### src/vsbd_pkg.sv
`default_nettype none

package vsbd_pkg;

    localparam int FIELD_BITS = 24;
    localparam int FPS_BITS   = 8;
    localparam int FIFO_DEPTH = 4;
    localparam int PTR_BITS   = 2;
    localparam int CNT_BITS   = 3;

    // Register indexes on the configuration port (byte address = 4 * index).
    localparam logic [1:0] REG_HIGH_EPS   = 2'd0;
    localparam logic [1:0] REG_LOW_EPS    = 2'd1;
    localparam logic [1:0] REG_ENERGY     = 2'd2;
    localparam logic [1:0] REG_MIN_LENGTH = 2'd3;

    typedef struct packed {
        logic signed [FIELD_BITS-1:0] high_eps;
        logic signed [FIELD_BITS-1:0] low_eps;
        logic signed [FIELD_BITS-1:0] energy;
        logic        [FPS_BITS-1:0]   min_length;
    } t_cfg;

    typedef struct packed {
        logic [FIELD_BITS-1:0] frame_index;
        logic                  new_shot;
        logic                  was_uncertain;
    } t_res;

    // One queue entry: the results caused by one input item, in output order.
    typedef struct packed {
        t_res first;
        t_res second;
        logic two;
    } t_pkt;

    typedef struct packed {
        logic push;
        logic full;
    } t_push_ctl;

    typedef struct packed {
        logic pop;
        logic empty;
    } t_pop_ctl;

endpackage

`default_nettype wire

### src/video_shot_boundary_detector_unit.sv
`default_nettype none

// Shot boundary detector with two epsilon thresholds. Each input item carries
// one frame's features: epsilon in i_s_tdata[23:0] and the energy difference in
// i_s_tdata[47:24], both signed Q16.8, with i_s_tlast marking the final frame
// of a sequence. Frame 0 always starts a shot and frame 1 never does; later
// frames are hard cuts when epsilon exceeds the high threshold, or become
// deferred candidates when epsilon and energy pass their lower thresholds. A
// candidate is decided when the next candidate arrives or the sequence ends,
// so an item yields zero, one or two result items. The front end accepts one
// item every cycle while its four-entry queue has room; results leave through
// one registered output port at one per cycle while the receiver is ready, so
// an item that yields two results holds the port for both. Each result passes
// through the queue and the output register before it is valid on the output.
// Configuration registers sit on an APB port at byte addresses 0, 4, 8 and 12;
// the user must write them only while the block is idle; the block does not enforce it.
module video_shot_boundary_detector_unit
    import vsbd_pkg::*;
#(
    parameter int INDEX_BITS = 24
) (
    input  wire logic        i_clk,
    input  wire logic        i_rst_n,

    // Input stream of frame feature items.
    input  wire logic        i_s_tvalid,
    output      logic        o_s_tready,
    input  wire logic [47:0] i_s_tdata,   // [23:0] epsilon, [47:24] energy_diff
    input  wire logic        i_s_tlast,   // end_of_sequence

    // Output stream of decision items.
    output      logic        o_m_tvalid,
    input  wire logic        i_m_tready,
    output      logic [31:0] o_m_tdata,   // [23:0] frame_index, [24] new_shot,
                                          // [25] was_uncertain, [31:26] zero
    output      logic        o_m_tlast,   // last_of_run

    // Configuration port.
    input  wire logic        psel,
    input  wire logic        penable,
    input  wire logic        pwrite,
    input  wire logic [3:0]  paddr,
    input  wire logic [31:0] pwdata,
    output      logic [31:0] prdata,
    output      logic        pready
);

    t_cfg      r_cfg;
    t_pkt      front_pkt, queue_pkt;
    logic      front_push, back_pop;
    t_push_ctl push_ctl;
    t_pop_ctl  pop_ctl;
    t_res      out_res;
    logic      cfg_write;

    // Configuration registers. The word address is paddr[3:2]; the byte
    // offset within the word is ignored.
    assign pready    = 1'b1;
    assign cfg_write = psel && penable && pwrite && pready;

    always_ff @(posedge i_clk) begin
        if (!i_rst_n) begin
            r_cfg.high_eps   <= 24'sd10240;
            r_cfg.low_eps    <= 24'sd3840;
            r_cfg.energy     <= 24'sd5120;
            r_cfg.min_length <= 8'd30;
        end else if (cfg_write) begin
            case (paddr[3:2])
                REG_HIGH_EPS:   r_cfg.high_eps   <= $signed(pwdata[FIELD_BITS-1:0]);
                REG_LOW_EPS:    r_cfg.low_eps    <= $signed(pwdata[FIELD_BITS-1:0]);
                REG_ENERGY:     r_cfg.energy     <= $signed(pwdata[FIELD_BITS-1:0]);
                REG_MIN_LENGTH: r_cfg.min_length <= pwdata[FPS_BITS-1:0];
                default:        r_cfg            <= r_cfg;
            endcase
        end
    end

    always_comb begin
        case (paddr[3:2])
            REG_HIGH_EPS:   prdata = {8'd0, r_cfg.high_eps};
            REG_LOW_EPS:    prdata = {8'd0, r_cfg.low_eps};
            REG_ENERGY:     prdata = {8'd0, r_cfg.energy};
            REG_MIN_LENGTH: prdata = {24'd0, r_cfg.min_length};
            default:        prdata = '0;
        endcase
    end

    // The front end classifies each frame and holds the sequence state.
    vsbd_front #(
        .INDEX_BITS (INDEX_BITS)
    ) u_front (
        .i_clk             (i_clk),
        .i_rst_n           (i_rst_n),
        .i_cfg             (r_cfg),
        .i_valid           (i_s_tvalid),
        .o_ready           (o_s_tready),
        .i_epsilon         (i_s_tdata[23:0]),
        .i_energy_diff     (i_s_tdata[47:24]),
        .i_end_of_sequence (i_s_tlast),
        .i_full            (push_ctl.full),
        .o_push            (front_push),
        .o_pkt             (front_pkt)
    );

    // Each queue entry holds the one or two results of one input item.
    vsbd_fifo u_fifo (
        .i_clk      (i_clk),
        .i_rst_n    (i_rst_n),
        .i_push     (front_push),
        .i_pkt      (front_pkt),
        .i_pop      (back_pop),
        .o_push_ctl (push_ctl),
        .o_pop_ctl  (pop_ctl),
        .o_pkt      (queue_pkt)
    );

    // The back end sends the results out one at a time and marks the last.
    vsbd_back u_back (
        .i_clk   (i_clk),
        .i_rst_n (i_rst_n),
        .i_pkt   (queue_pkt),
        .i_empty (pop_ctl.empty),
        .o_pop   (back_pop),
        .o_valid (o_m_tvalid),
        .i_ready (i_m_tready),
        .o_res   (out_res),
        .o_last  (o_m_tlast)
    );

    assign o_m_tdata = {6'd0, out_res.was_uncertain, out_res.new_shot, out_res.frame_index};

    a_pop_matches_ctl: assert property (@(posedge i_clk) disable iff (!i_rst_n)
        pop_ctl.pop |-> !pop_ctl.empty)
        else $error("result queue popped while empty");

    a_ready_tracks_queue: assert property (@(posedge i_clk) disable iff (!i_rst_n)
        o_s_tready == !push_ctl.full)
        else $error("input ready disagrees with queue room");

endmodule

`default_nettype wire

### src/vsbd_front.sv
`default_nettype none

module vsbd_front
    import vsbd_pkg::*;
#(
    parameter int INDEX_BITS = 24
) (
    input  wire logic                  i_clk,
    input  wire logic                  i_rst_n,
    input  wire t_cfg                  i_cfg,
    input  wire logic                  i_valid,
    output      logic                  o_ready,
    input  wire logic [FIELD_BITS-1:0] i_epsilon,
    input  wire logic [FIELD_BITS-1:0] i_energy_diff,
    input  wire logic                  i_end_of_sequence,
    input  wire logic                  i_full,
    output      logic                  o_push,
    output      t_pkt                  o_pkt
);

    localparam int W = INDEX_BITS + 1;
    localparam logic [INDEX_BITS-1:0] IDX_MAX = {INDEX_BITS{1'b1}};

    logic [INDEX_BITS-1:0] r_frame_cnt, n_frame_cnt;
    logic [INDEX_BITS-1:0] r_last_cut, n_last_cut;
    logic                  r_pend_valid, n_pend_valid;
    logic [INDEX_BITS-1:0] r_pend_index, n_pend_index;
    logic [INDEX_BITS-1:0] r_pend_dist, n_pend_dist;

    logic                  accept;
    logic                  is_first, is_second, hard_cut, candidate;
    logic                  first_valid, eos_valid, ok_next, ok_end;
    logic [W-1:0]          fps_w;
    logic [FIELD_BITS-1:0] idx_out, pend_out, new_pend_out;
    t_res                  res_now, res_end;

    // Zero-extend then take the low 24 bits, so any INDEX_BITS maps cleanly.
    function automatic logic [FIELD_BITS-1:0] to_field(input logic [INDEX_BITS-1:0] v);
        logic [INDEX_BITS+FIELD_BITS-1:0] ext;
        ext = {{FIELD_BITS{1'b0}}, v};
        return ext[FIELD_BITS-1:0];
    endfunction

    assign o_ready = !i_full;
    assign accept  = i_valid && o_ready;
    assign fps_w   = {{(W-FPS_BITS){1'b0}}, i_cfg.min_length};

    always_comb begin
        is_first  = (r_frame_cnt == '0);
        is_second = (r_frame_cnt == INDEX_BITS'(1));
        hard_cut  = !is_first && !is_second && ($signed(i_epsilon) > i_cfg.high_eps);
        candidate = !is_first && !is_second && !hard_cut
                    && ($signed(i_epsilon) >= i_cfg.low_eps)
                    && ($signed(i_energy_diff) >= i_cfg.energy);

        n_pend_valid = candidate ? 1'b1 : r_pend_valid;
        n_pend_index = candidate ? r_frame_cnt : r_pend_index;
        n_pend_dist  = candidate ? (r_frame_cnt - r_last_cut) : r_pend_dist;

        // A pending candidate released by the next candidate.
        ok_next = ({1'b0, r_pend_dist} >= fps_w)
                  && ({1'b0, r_frame_cnt - r_pend_index} >= fps_w);
        // The candidate still pending when the sequence ends.
        ok_end  = ({1'b0, n_pend_dist} >= fps_w)
                  && (({1'b0, n_pend_index} + fps_w) <= ({1'b0, r_frame_cnt} + W'(1)));

        idx_out      = to_field(r_frame_cnt);
        pend_out     = to_field(r_pend_index);
        new_pend_out = to_field(n_pend_index);

        res_now.frame_index   = candidate ? pend_out : idx_out;
        res_now.new_shot      = candidate ? ok_next : (is_first || hard_cut);
        res_now.was_uncertain = candidate;

        res_end.frame_index   = new_pend_out;
        res_end.new_shot      = ok_end;
        res_end.was_uncertain = 1'b1;

        first_valid = !candidate || r_pend_valid;
        eos_valid   = i_end_of_sequence && n_pend_valid;

        if (first_valid) begin
            o_pkt.first  = res_now;
            o_pkt.second = res_end;
            o_pkt.two    = eos_valid;
        end else begin
            o_pkt.first  = res_end;
            o_pkt.second = res_end;
            o_pkt.two    = 1'b0;
        end
        o_push = accept && (first_valid || eos_valid);

        n_frame_cnt = r_frame_cnt;
        n_last_cut  = hard_cut ? r_frame_cnt : r_last_cut;
        if (i_end_of_sequence) begin
            n_frame_cnt  = '0;
            n_last_cut   = '0;
            n_pend_valid = 1'b0;
        end else if (r_frame_cnt != IDX_MAX) begin
            n_frame_cnt = r_frame_cnt + INDEX_BITS'(1);
        end
    end

    always_ff @(posedge i_clk) begin
        if (!i_rst_n) begin
            r_frame_cnt  <= '0;
            r_last_cut   <= '0;
            r_pend_valid <= 1'b0;
        end else if (accept) begin
            r_frame_cnt  <= n_frame_cnt;
            r_last_cut   <= n_last_cut;
            r_pend_valid <= n_pend_valid;
        end
    end

    always_ff @(posedge i_clk) begin
        if (accept) begin
            r_pend_index <= n_pend_index;
            r_pend_dist  <= n_pend_dist;
        end
    end

    a_eos_clears: assert property (@(posedge i_clk) disable iff (!i_rst_n)
        accept && i_end_of_sequence |=> !r_pend_valid && r_frame_cnt == '0 && r_last_cut == '0)
        else $error("sequence state not cleared after final frame");

    a_cut_not_ahead: assert property (@(posedge i_clk) disable iff (!i_rst_n)
        r_last_cut <= r_frame_cnt)
        else $error("last cut index lies beyond the frame counter");

    a_push_has_room: assert property (@(posedge i_clk) disable iff (!i_rst_n)
        o_push |-> !i_full)
        else $error("push into a full queue");

endmodule

`default_nettype wire

### src/vsbd_fifo.sv
`default_nettype none

module vsbd_fifo
    import vsbd_pkg::*;
(
    input  wire logic      i_clk,
    input  wire logic      i_rst_n,
    input  wire logic      i_push,
    input  wire t_pkt      i_pkt,
    input  wire logic      i_pop,
    output      t_push_ctl o_push_ctl,
    output      t_pop_ctl  o_pop_ctl,
    output      t_pkt      o_pkt
);

    t_pkt                r_mem [FIFO_DEPTH];
    logic [PTR_BITS-1:0] r_wr_ptr, r_rd_ptr;
    logic [CNT_BITS-1:0] r_count;
    logic                full, empty, do_push, do_pop;

    assign full    = (r_count == CNT_BITS'(FIFO_DEPTH));
    assign empty   = (r_count == '0);
    assign do_push = i_push && !full;
    assign do_pop  = i_pop && !empty;

    assign o_push_ctl.push = i_push;
    assign o_push_ctl.full = full;
    assign o_pop_ctl.pop   = i_pop;
    assign o_pop_ctl.empty = empty;
    assign o_pkt           = r_mem[r_rd_ptr];

    always_ff @(posedge i_clk) begin
        if (!i_rst_n) begin
            r_wr_ptr <= '0;
            r_rd_ptr <= '0;
            r_count  <= '0;
        end else begin
            if (do_push) begin
                r_wr_ptr <= r_wr_ptr + PTR_BITS'(1);
            end
            if (do_pop) begin
                r_rd_ptr <= r_rd_ptr + PTR_BITS'(1);
            end
            case ({do_push, do_pop})
                2'b10:   r_count <= r_count + CNT_BITS'(1);
                2'b01:   r_count <= r_count - CNT_BITS'(1);
                default: r_count <= r_count;
            endcase
        end
    end

    always_ff @(posedge i_clk) begin
        if (do_push) begin
            r_mem[r_wr_ptr] <= i_pkt;
        end
    end

    a_count_bound: assert property (@(posedge i_clk) disable iff (!i_rst_n)
        r_count <= CNT_BITS'(FIFO_DEPTH))
        else $error("queue count beyond depth");

    a_ptr_track: assert property (@(posedge i_clk) disable iff (!i_rst_n)
        r_wr_ptr == PTR_BITS'(r_rd_ptr + r_count[PTR_BITS-1:0]))
        else $error("queue pointers disagree with count");

endmodule

`default_nettype wire

### src/vsbd_back.sv
`default_nettype none

module vsbd_back
    import vsbd_pkg::*;
(
    input  wire logic        i_clk,
    input  wire logic        i_rst_n,
    input  wire t_pkt        i_pkt,
    input  wire logic        i_empty,
    output      logic        o_pop,
    output      logic        o_valid,
    input  wire logic        i_ready,
    output      t_res        o_res,
    output      logic        o_last
);

    logic r_valid;
    logic r_last;
    t_res r_res;
    logic r_sec_pend;
    t_res r_sec;
    logic can_load;

    assign can_load = !r_valid || i_ready;
    assign o_pop    = can_load && !r_sec_pend && !i_empty;
    assign o_valid  = r_valid;
    assign o_res    = r_res;
    assign o_last   = r_last;

    always_ff @(posedge i_clk) begin
        if (!i_rst_n) begin
            r_valid    <= 1'b0;
            r_sec_pend <= 1'b0;
        end else if (can_load) begin
            if (r_sec_pend) begin
                r_valid    <= 1'b1;
                r_sec_pend <= 1'b0;
            end else if (!i_empty) begin
                r_valid    <= 1'b1;
                r_sec_pend <= i_pkt.two;
            end else begin
                r_valid    <= 1'b0;
            end
        end
    end

    always_ff @(posedge i_clk) begin
        if (can_load) begin
            if (r_sec_pend) begin
                r_res  <= r_sec;
                r_last <= 1'b1;
            end else if (!i_empty) begin
                r_res  <= i_pkt.first;
                r_last <= !i_pkt.two;
                r_sec  <= i_pkt.second;
            end
        end
    end

    a_second_behind_first: assert property (@(posedge i_clk) disable iff (!i_rst_n)
        r_sec_pend |-> r_valid && !r_last)
        else $error("second result held without a first one on the port");

    a_no_pop_while_second: assert property (@(posedge i_clk) disable iff (!i_rst_n)
        r_sec_pend |-> !o_pop)
        else $error("queue popped while a second result is still held");

endmodule

`default_nettype wire
### config.mk
export PLATFORM = sky130hd
export DESIGN_NAME = video_shot_boundary_detector_unit
export DESIGN_NICKNAME = d
export VERILOG_FILES = /design/src/vsbd_pkg.sv /design/src/video_shot_boundary_detector_unit.sv /design/src/vsbd_front.sv /design/src/vsbd_fifo.sv /design/src/vsbd_back.sv
export SDC_FILE = /design/constraint.sdc
export NUM_CORES = 1
export LEC_CHECK = 0
export BUFFER_PORTS_ARGS = -buffer_cell sky130_fd_sc_hd__buf_4
export CAP_MARGIN = 15
export CORE_AREA = 4 4 239 241
export DETAILED_ROUTE_END_ITERATION = 10
export DIE_AREA = 0 0 243 245
export PLACE_DENSITY = 0.61
export RECOVER_POWER = 100
export SYNTH_ARGS = -nofsm -noshare
export SYNTH_HDL_FRONTEND = slang
export SYNTH_SLANG_ARGS = --single-unit
### constraint.sdc
create_clock -name i_clk -period 7.9 [get_ports i_clk]
set_input_delay 0.395 -clock i_clk [delete_from_list [all_inputs] [get_ports i_clk]]
set_output_delay 0.395 -clock i_clk [all_outputs]
set_load 0.005 [all_outputs]
Yosys cells after proc, flatten, opt, wreduce, memory -nomap -nowiden:

Memories as Yosys holds them, arrays and structs flattened. A register that Yosys moved wholly into a read port is not among the register bits.
Index checks and enable logic that the tools add are counted.

* memories kept: 1
* bits in writable memories: 212
* logic and storage cells: 116
* output and inout bits: 68
* bits in registers: 239
* input port bits: 92

* reductions and logical operators: 43
* order comparisons: 7
* mux-type cells: 24
* equality and inequality tests: 9
* $add $sub $neg: 9
* bitwise logic cells: 2

Memories
* u_fifo.r_mem: depth 4, width 53, rd ports 1, clocked after Yosys merged registers in 1, wr ports 1, line vsbd_fifo.sv:16 `t_pkt r_mem [FIFO_DEPTH];`

Operator list (number)
* $mux 24: 7
* $pmux 32 s4: 1
* $ge 24x8->1: 3
* $mux 53: 1
* $mux 26: 2
* $ge 24x24->1: 2
* $sub 24x24->24: 2
* $add 24x1->25 const B: 1
* $add 24x8->25: 1
* $le 25x25->1: 1
* $add 24x1->24 const B: 1
* $eq 24x1->1 const B: 1
* $gt 24x24->1: 1
* $logic_not 24->1: 1
* $ne 24x24->1 const B: 1
* $logic_and 1x1->1: 16
* $reduce_and 2->1: 7
* $mux 1: 10
* $logic_not 1->1: 9
* $eq 2x2->1 const B: 3
* $pmux 3 s2: 1
* $reduce_bool 2->1: 3
* $add 2x1->2 const B: 2
* $eq 2x1->1 const B: 2
* other kinds (10): 15

Logic depth before layout (Yosys ltp):

* depth in word-level cells: 15
* mapped depth: 37
* mapped depth without buffers: 33

Modules after synthesis:

A second synthesis with hierarchy kept.

* cell total of the unflattened synthesis: 2214
* area total of the unflattened synthesis: 24990.2 um^2

By module, submodules not included
* vsbd_front: area each 11025.6 um^2, sequential area each 2422.3 um^2, times used 1, cells an instance 1398
* vsbd_fifo: area each 8224.1 um^2, sequential area each 6546.3 um^2, times used 1, cells an instance 335
* video_shot_boundary_detector_unit: area each 3701.0 um^2, sequential area each 1601.5 um^2, times used 1, cells an instance 385
* vsbd_back: area each 2039.5 um^2, sequential area each 1631.6 um^2, times used 1, cells an instance 96

Least setup slack after synthesis:

No wires, ideal clock.

* kind: input-to-reg
* start point: in i_s_tdata[47]
* end point: mem u_fifo.r_mem[0][28] (netlist name), data pin
* required time: 7.721 ns
* slack: 1.215 ns
* stages on the path: 33
* library setup time: 0.179 ns
* arrival: 6.505 ns
* path buffers: 4
* cells stage by stage: ha_1 > nand4_1 > or4_1 > o41ai_1 > mux2_2 > nand4_4 > buf_6 > buf_12 > buf_2 > o21ai_0 > ha_1 > inv_1 > fa_1 > nor2b_1 > o21ai_0 > a21boi_0 > o21ai_0 > a21boi_0 > o21ai_0 > nand2b_1 > clkbuf_1 > nand3_1 > xnor2_1 > ha_1 > a21o_1 > a21o_1 > a21oi_1 > o21ai_0 > nor4bb_1 > a31oi_1 > a211oi_1 > a21oi_1 > a21oi_1

RTL lines
* from (decl): line video_shot_boundary_detector_unit.sv:28 `input wire logic [47:0] i_s_tdata,`
* to (decl): line vsbd_fifo.sv:16

==> impl_metrics.csv <==
group,metric,value,unit
outcome,status,"finished, violations left",
outcome,violations,"max-capacitance violations, max-slew violations",
route,vias,16798,
critical_path,r2r_start,"r_cfg[79]$_SDFFE_PN0P_",
power_and_ir_drop,finalPower,6.74,mW
route,drt_iter0_drc,1055,
critical_path,r2r_slack,0.64,ns
sta,final.setup.tns,0,ns
critical_path,crit_slowest_cell,"o21bai_1",
grt,grt_overflow,0,
sta,max_freq,138,MHz
critical_path,critical_path.max_stage_delay,0.60,ns
place,post_dp_cell_area,0.0263,mm²
sta,setup_violations,0,
worst_hold_path,hold_end,"r_cfg[69]$_SDFFE_PN1P_",
sta,worst_slack,0.638,ns
logic_synthesis,post-synth-top-area-fraction,37.7,%
worst_hold_path,hold_path.class,"in2reg",
floorplan,dieArea,0.0595,mm²
logic_synthesis,yosys_warnings,0,
final_layout,final_area,0.0277,mm²
logic_synthesis,synth-edff-count,308,
critical_path,cp.required,8.37,ns
floorplan,core_area,0.0549,mm²
place,io_buffers,134,
final_layout,fin_util,50.4,%
critical_path,critPathBufInv,4,
final_layout,num-nets-final,2577,
grt,grt_pass1_wl,92800,µm
final_layout,drive_gt1_share,14.9,%
place,place_ws,0.570,ns
route,drt_first_pass_iters,5,
floorplan,num_rows,86,
critical_path,rr_endpoint,"u_fifo.r_mem[0][28]$_DFFE_PP_",
place,place_inst,2952,
clock_network,clk_latency,0.60,ns
logic_synthesis,ys_types,87,
clock_network,htreeDepth,2,
clock_network,cts-buffers-inserted,48,
sta,slew_viol_final,474,
route,wl,58500,µm
sta,fin_crit_sh,91.9,%
logic_synthesis,syn_inst,2176,
sta,whs,0.0552,ns
route,wire_per_inst,19.2,µm
place,place_congestion,0.881,
floorplan,start_util,44.7,%
clock_network,clock-root-buffer,"clkbuf_16",
critical_path,reg2reg_depth,28,
sta,skew,0.0289,ns
route,post-route-drc-count,0,
sta,rsz0062_at_grt,"no",
critical_path,crit_path_frequent_cell,"a21oi_1",
worst_hold_path,hold_depth,3,
final_layout,syn2layout_area_growth,12.8,%
critical_path,cp-end-kind,"flip-flop",
sta,finalHoldViolations,0,
sta,max-slew-margin-rel,-171,%
clock_network,cts_setup_buffers,0,
clock_network,cts_tree,"yes",
logic_synthesis,synth-seq-area-share,49.1,%
clock_network,clock_path_buffers,3,
worst_hold_path,min_from,"pwdata[13]",
route,via_per_inst,5.53,
logic_synthesis,synth_area,0.0245,mm²
logic_synthesis,yosys-top-cells-area,"edfxtp_1 38%, dfxtp_1 11%, ha_1 9.3%",
logic_synthesis,ys_ff_latch,448,
clock_network,cts_num_sinks,448,
clock_network,cts-resized-gates,0,
grt,grt_max_degree,106,
final_layout,stdcell_count,3038,
place,post-dp-hpwl,41300,µm
grt,grt_pass1_vias,16821,
floorplan,die_w,243,µm
grt,globalRouteTotalUtil,19.5,%
route,ant_nets,0,
logic_synthesis,ys.flop_type,"edfxtp_1",
critical_path,critical-path-top-delay-family,"compound AO/OA/AOI/OAI gates",
sta,worst_slew_pin_slew,4.06,ns
logic_synthesis,yosys.area.top_type,"edfxtp_1",
run,cap_viol_max_count,11,
logic_synthesis,synthMostInstantiatedCell,"edfxtp_1",
logic_synthesis,synth.avg_cell_area,11.3,µm²
power_and_ir_drop,vdd_drop_max,0.000171,V
critical_path,cp.arrival,7.74,ns
final_layout,diodes,0,
logic_synthesis,synthTopCellsByCount,"308 x edfxtp_1, 256 x nand2_1, 183 x ha_1",
grt,antenna_found_initial,0,
power_and_ir_drop,p_leak,10.3,nW
sta,period_needed,7.26,ns
clock_network,clk_pin_slew,0.06,ns
critical_path,startpoint_type,"flip-flop",
critical_path,path_class,"reg2reg",
logic_synthesis,synthArstFlopShare,0,%
critical_path,crit_fanout,31,
power_and_ir_drop,pwr_density_cell,244,mW/mm²
floorplan,ioPinCount,160,
clock_network,ctsHoldBuffers,0,
floorplan,die_height,245,µm
## worst reg2reg max path, delay by kind of cell (launching register included)
kind	cells	cell delay [ns]
compound gates	13	2.79
simple gates	6	1.74
fa+ha+maj	3	0.90
buf+inv	4	0.72
mux	1	0.48
flops	1	0.35
xor+xnor	1	0.16
## cell type report
type | instances | area, µm²
Clock buffer | 57 | 1270
Clock inverter | 29 | 199
Fill cell | 4843 | 27200
Inverter | 176 | 661
Multi-Input combinational cell | 1448 | 11300
Sequential cell | 448 | 12100
Tap cell | 704 | 881
Timing Repair Buffer | 176 | 1270
## routing by layer
| metal | wire [µm] | GRT usage, % | vias to the layer above |
|---|---|---|---|
| met5 | 0 | 0 | - |
| met4 | 1550 | 5.60 | 0 |
| met3 | 2420 | 2.55 | 97 |
| met2 | 27800 | 32.7 | 319 |
| met1 | 26700 | 26.6 | 8232 |
| li1 | - | - | 8150 |
## worst max-delay path by stage
stage               cells after the start                             to  slack [ns]                            start
floorplan                              33  u_fifo.r_mem[0][28]$_DFFE_PP_        1.22                    i_s_tdata[47]
finish                                 28  u_fifo.r_mem[0][28]$_DFFE_PP_        0.64           r_cfg[79]$_SDFFE_PN0P_
global placement                       28  u_fifo.r_mem[0][28]$_DFFE_PP_        0.61                    i_s_tdata[23]
detailed placement                     28  u_fifo.r_mem[0][28]$_DFFE_PP_        0.57                    i_s_tdata[23]
global route                           33  u_fifo.r_mem[0][28]$_DFFE_PP_        0.07           r_cfg[79]$_SDFFE_PN0P_
CTS                                    25  u_fifo.r_mem[0][28]$_DFFE_PP_        0.63  u_front.idx_out[2]$_SDFFE_PN0P_
## registers in the layout, indices dropped and copies added, names as in the netlist, named ones only
| register | flops |
|---|---|
| u_fifo.r_mem | 208 |
| r_cfg | 80 |
| u_back.o_res | 26 |
| u_back.r_sec | 25 |
| u_front.idx_out | 24 |
| u_front.pend_out | 24 |
| u_front.r_last_cut | 24 |
| u_front.r_pend_dist | 24 |
| u_fifo.r_count | 3 |
| u_fifo.r_rd_ptr | 2 |
| u_fifo.r_wr_ptr | 2 |
| u_back.o_last | 1 |
| u_back.o_valid | 1 |
| u_back.r_sec_pend | 1 |
| u_front.r_pend_valid | 1 |
## power breakdown
part / switching, mW / leakage [nW] / internal (mW)
Combinational: 0.817 / 5.64 / 0.665
Sequential: 0.125 / 3.99 / 3.03
Clock: 0.950 / 0.718 / 1.16
Total: 1.89 / 10.3 / 4.85
## cells in the final DEF (no fill, tap or decap), types with 6 or more instances in the layout
| cell | n |
|---|---|
| a2111oi_0 | 8 |
| a211oi_1 | 8 |
| a21boi_0 | 82 |
| a21o_1 | 25 |
| a21oi_1 | 87 |
| a22oi_1 | 30 |
| a31oi_1 | 7 |
| and2_0 | 25 |
| and2_1 | 6 |
| and3_1 | 15 |
| buf_4 | 122 |
| clkbuf_1 | 21 |
| clkbuf_16 | 48 |
| clkbuf_4 | 37 |
| clkinv_1 | 15 |
| conb_1 | 15 |
| dfxtp_1 | 139 |
| edfxtp_1 | 308 |
| ha_1 | 183 |
| inv_1 | 175 |
| mux2_1 | 41 |
| mux2_2 | 37 |
| mux2i_1 | 32 |
| mux4_2 | 60 |
| nand2_1 | 257 |
| nand2b_1 | 10 |
| nand3_1 | 38 |
| nand3b_1 | 10 |
| nand4_1 | 30 |
| nor2_1 | 58 |
| nor2b_1 | 44 |
| nor3_1 | 27 |
| nor4_1 | 14 |
| o211ai_1 | 17 |
| o21a_1 | 8 |
| o21ai_0 | 104 |
| or3_1 | 9 |
| or4_1 | 6 |
| xnor2_1 | 52 |
| xor2_1 | 26 |
## kinds of logic (layout without fill, tap and decap cells)
group                      count (synthesis)  count (layout)  synth area share [%]
other                                      2              15                0.0306
DFF                                      448             448                  49.1
and+or+nand+nor                          574             574                  11.6
buffers and inverters                    293             438                  4.93
muxes                                    171             171                  10.5
xor gates and xnor gates                  78              78                  2.79
AOI/OAI and AO/OA                        423             423                  11.4
adders and majority gates                187             187                  9.66
Power figures use the tool's default switching activity.
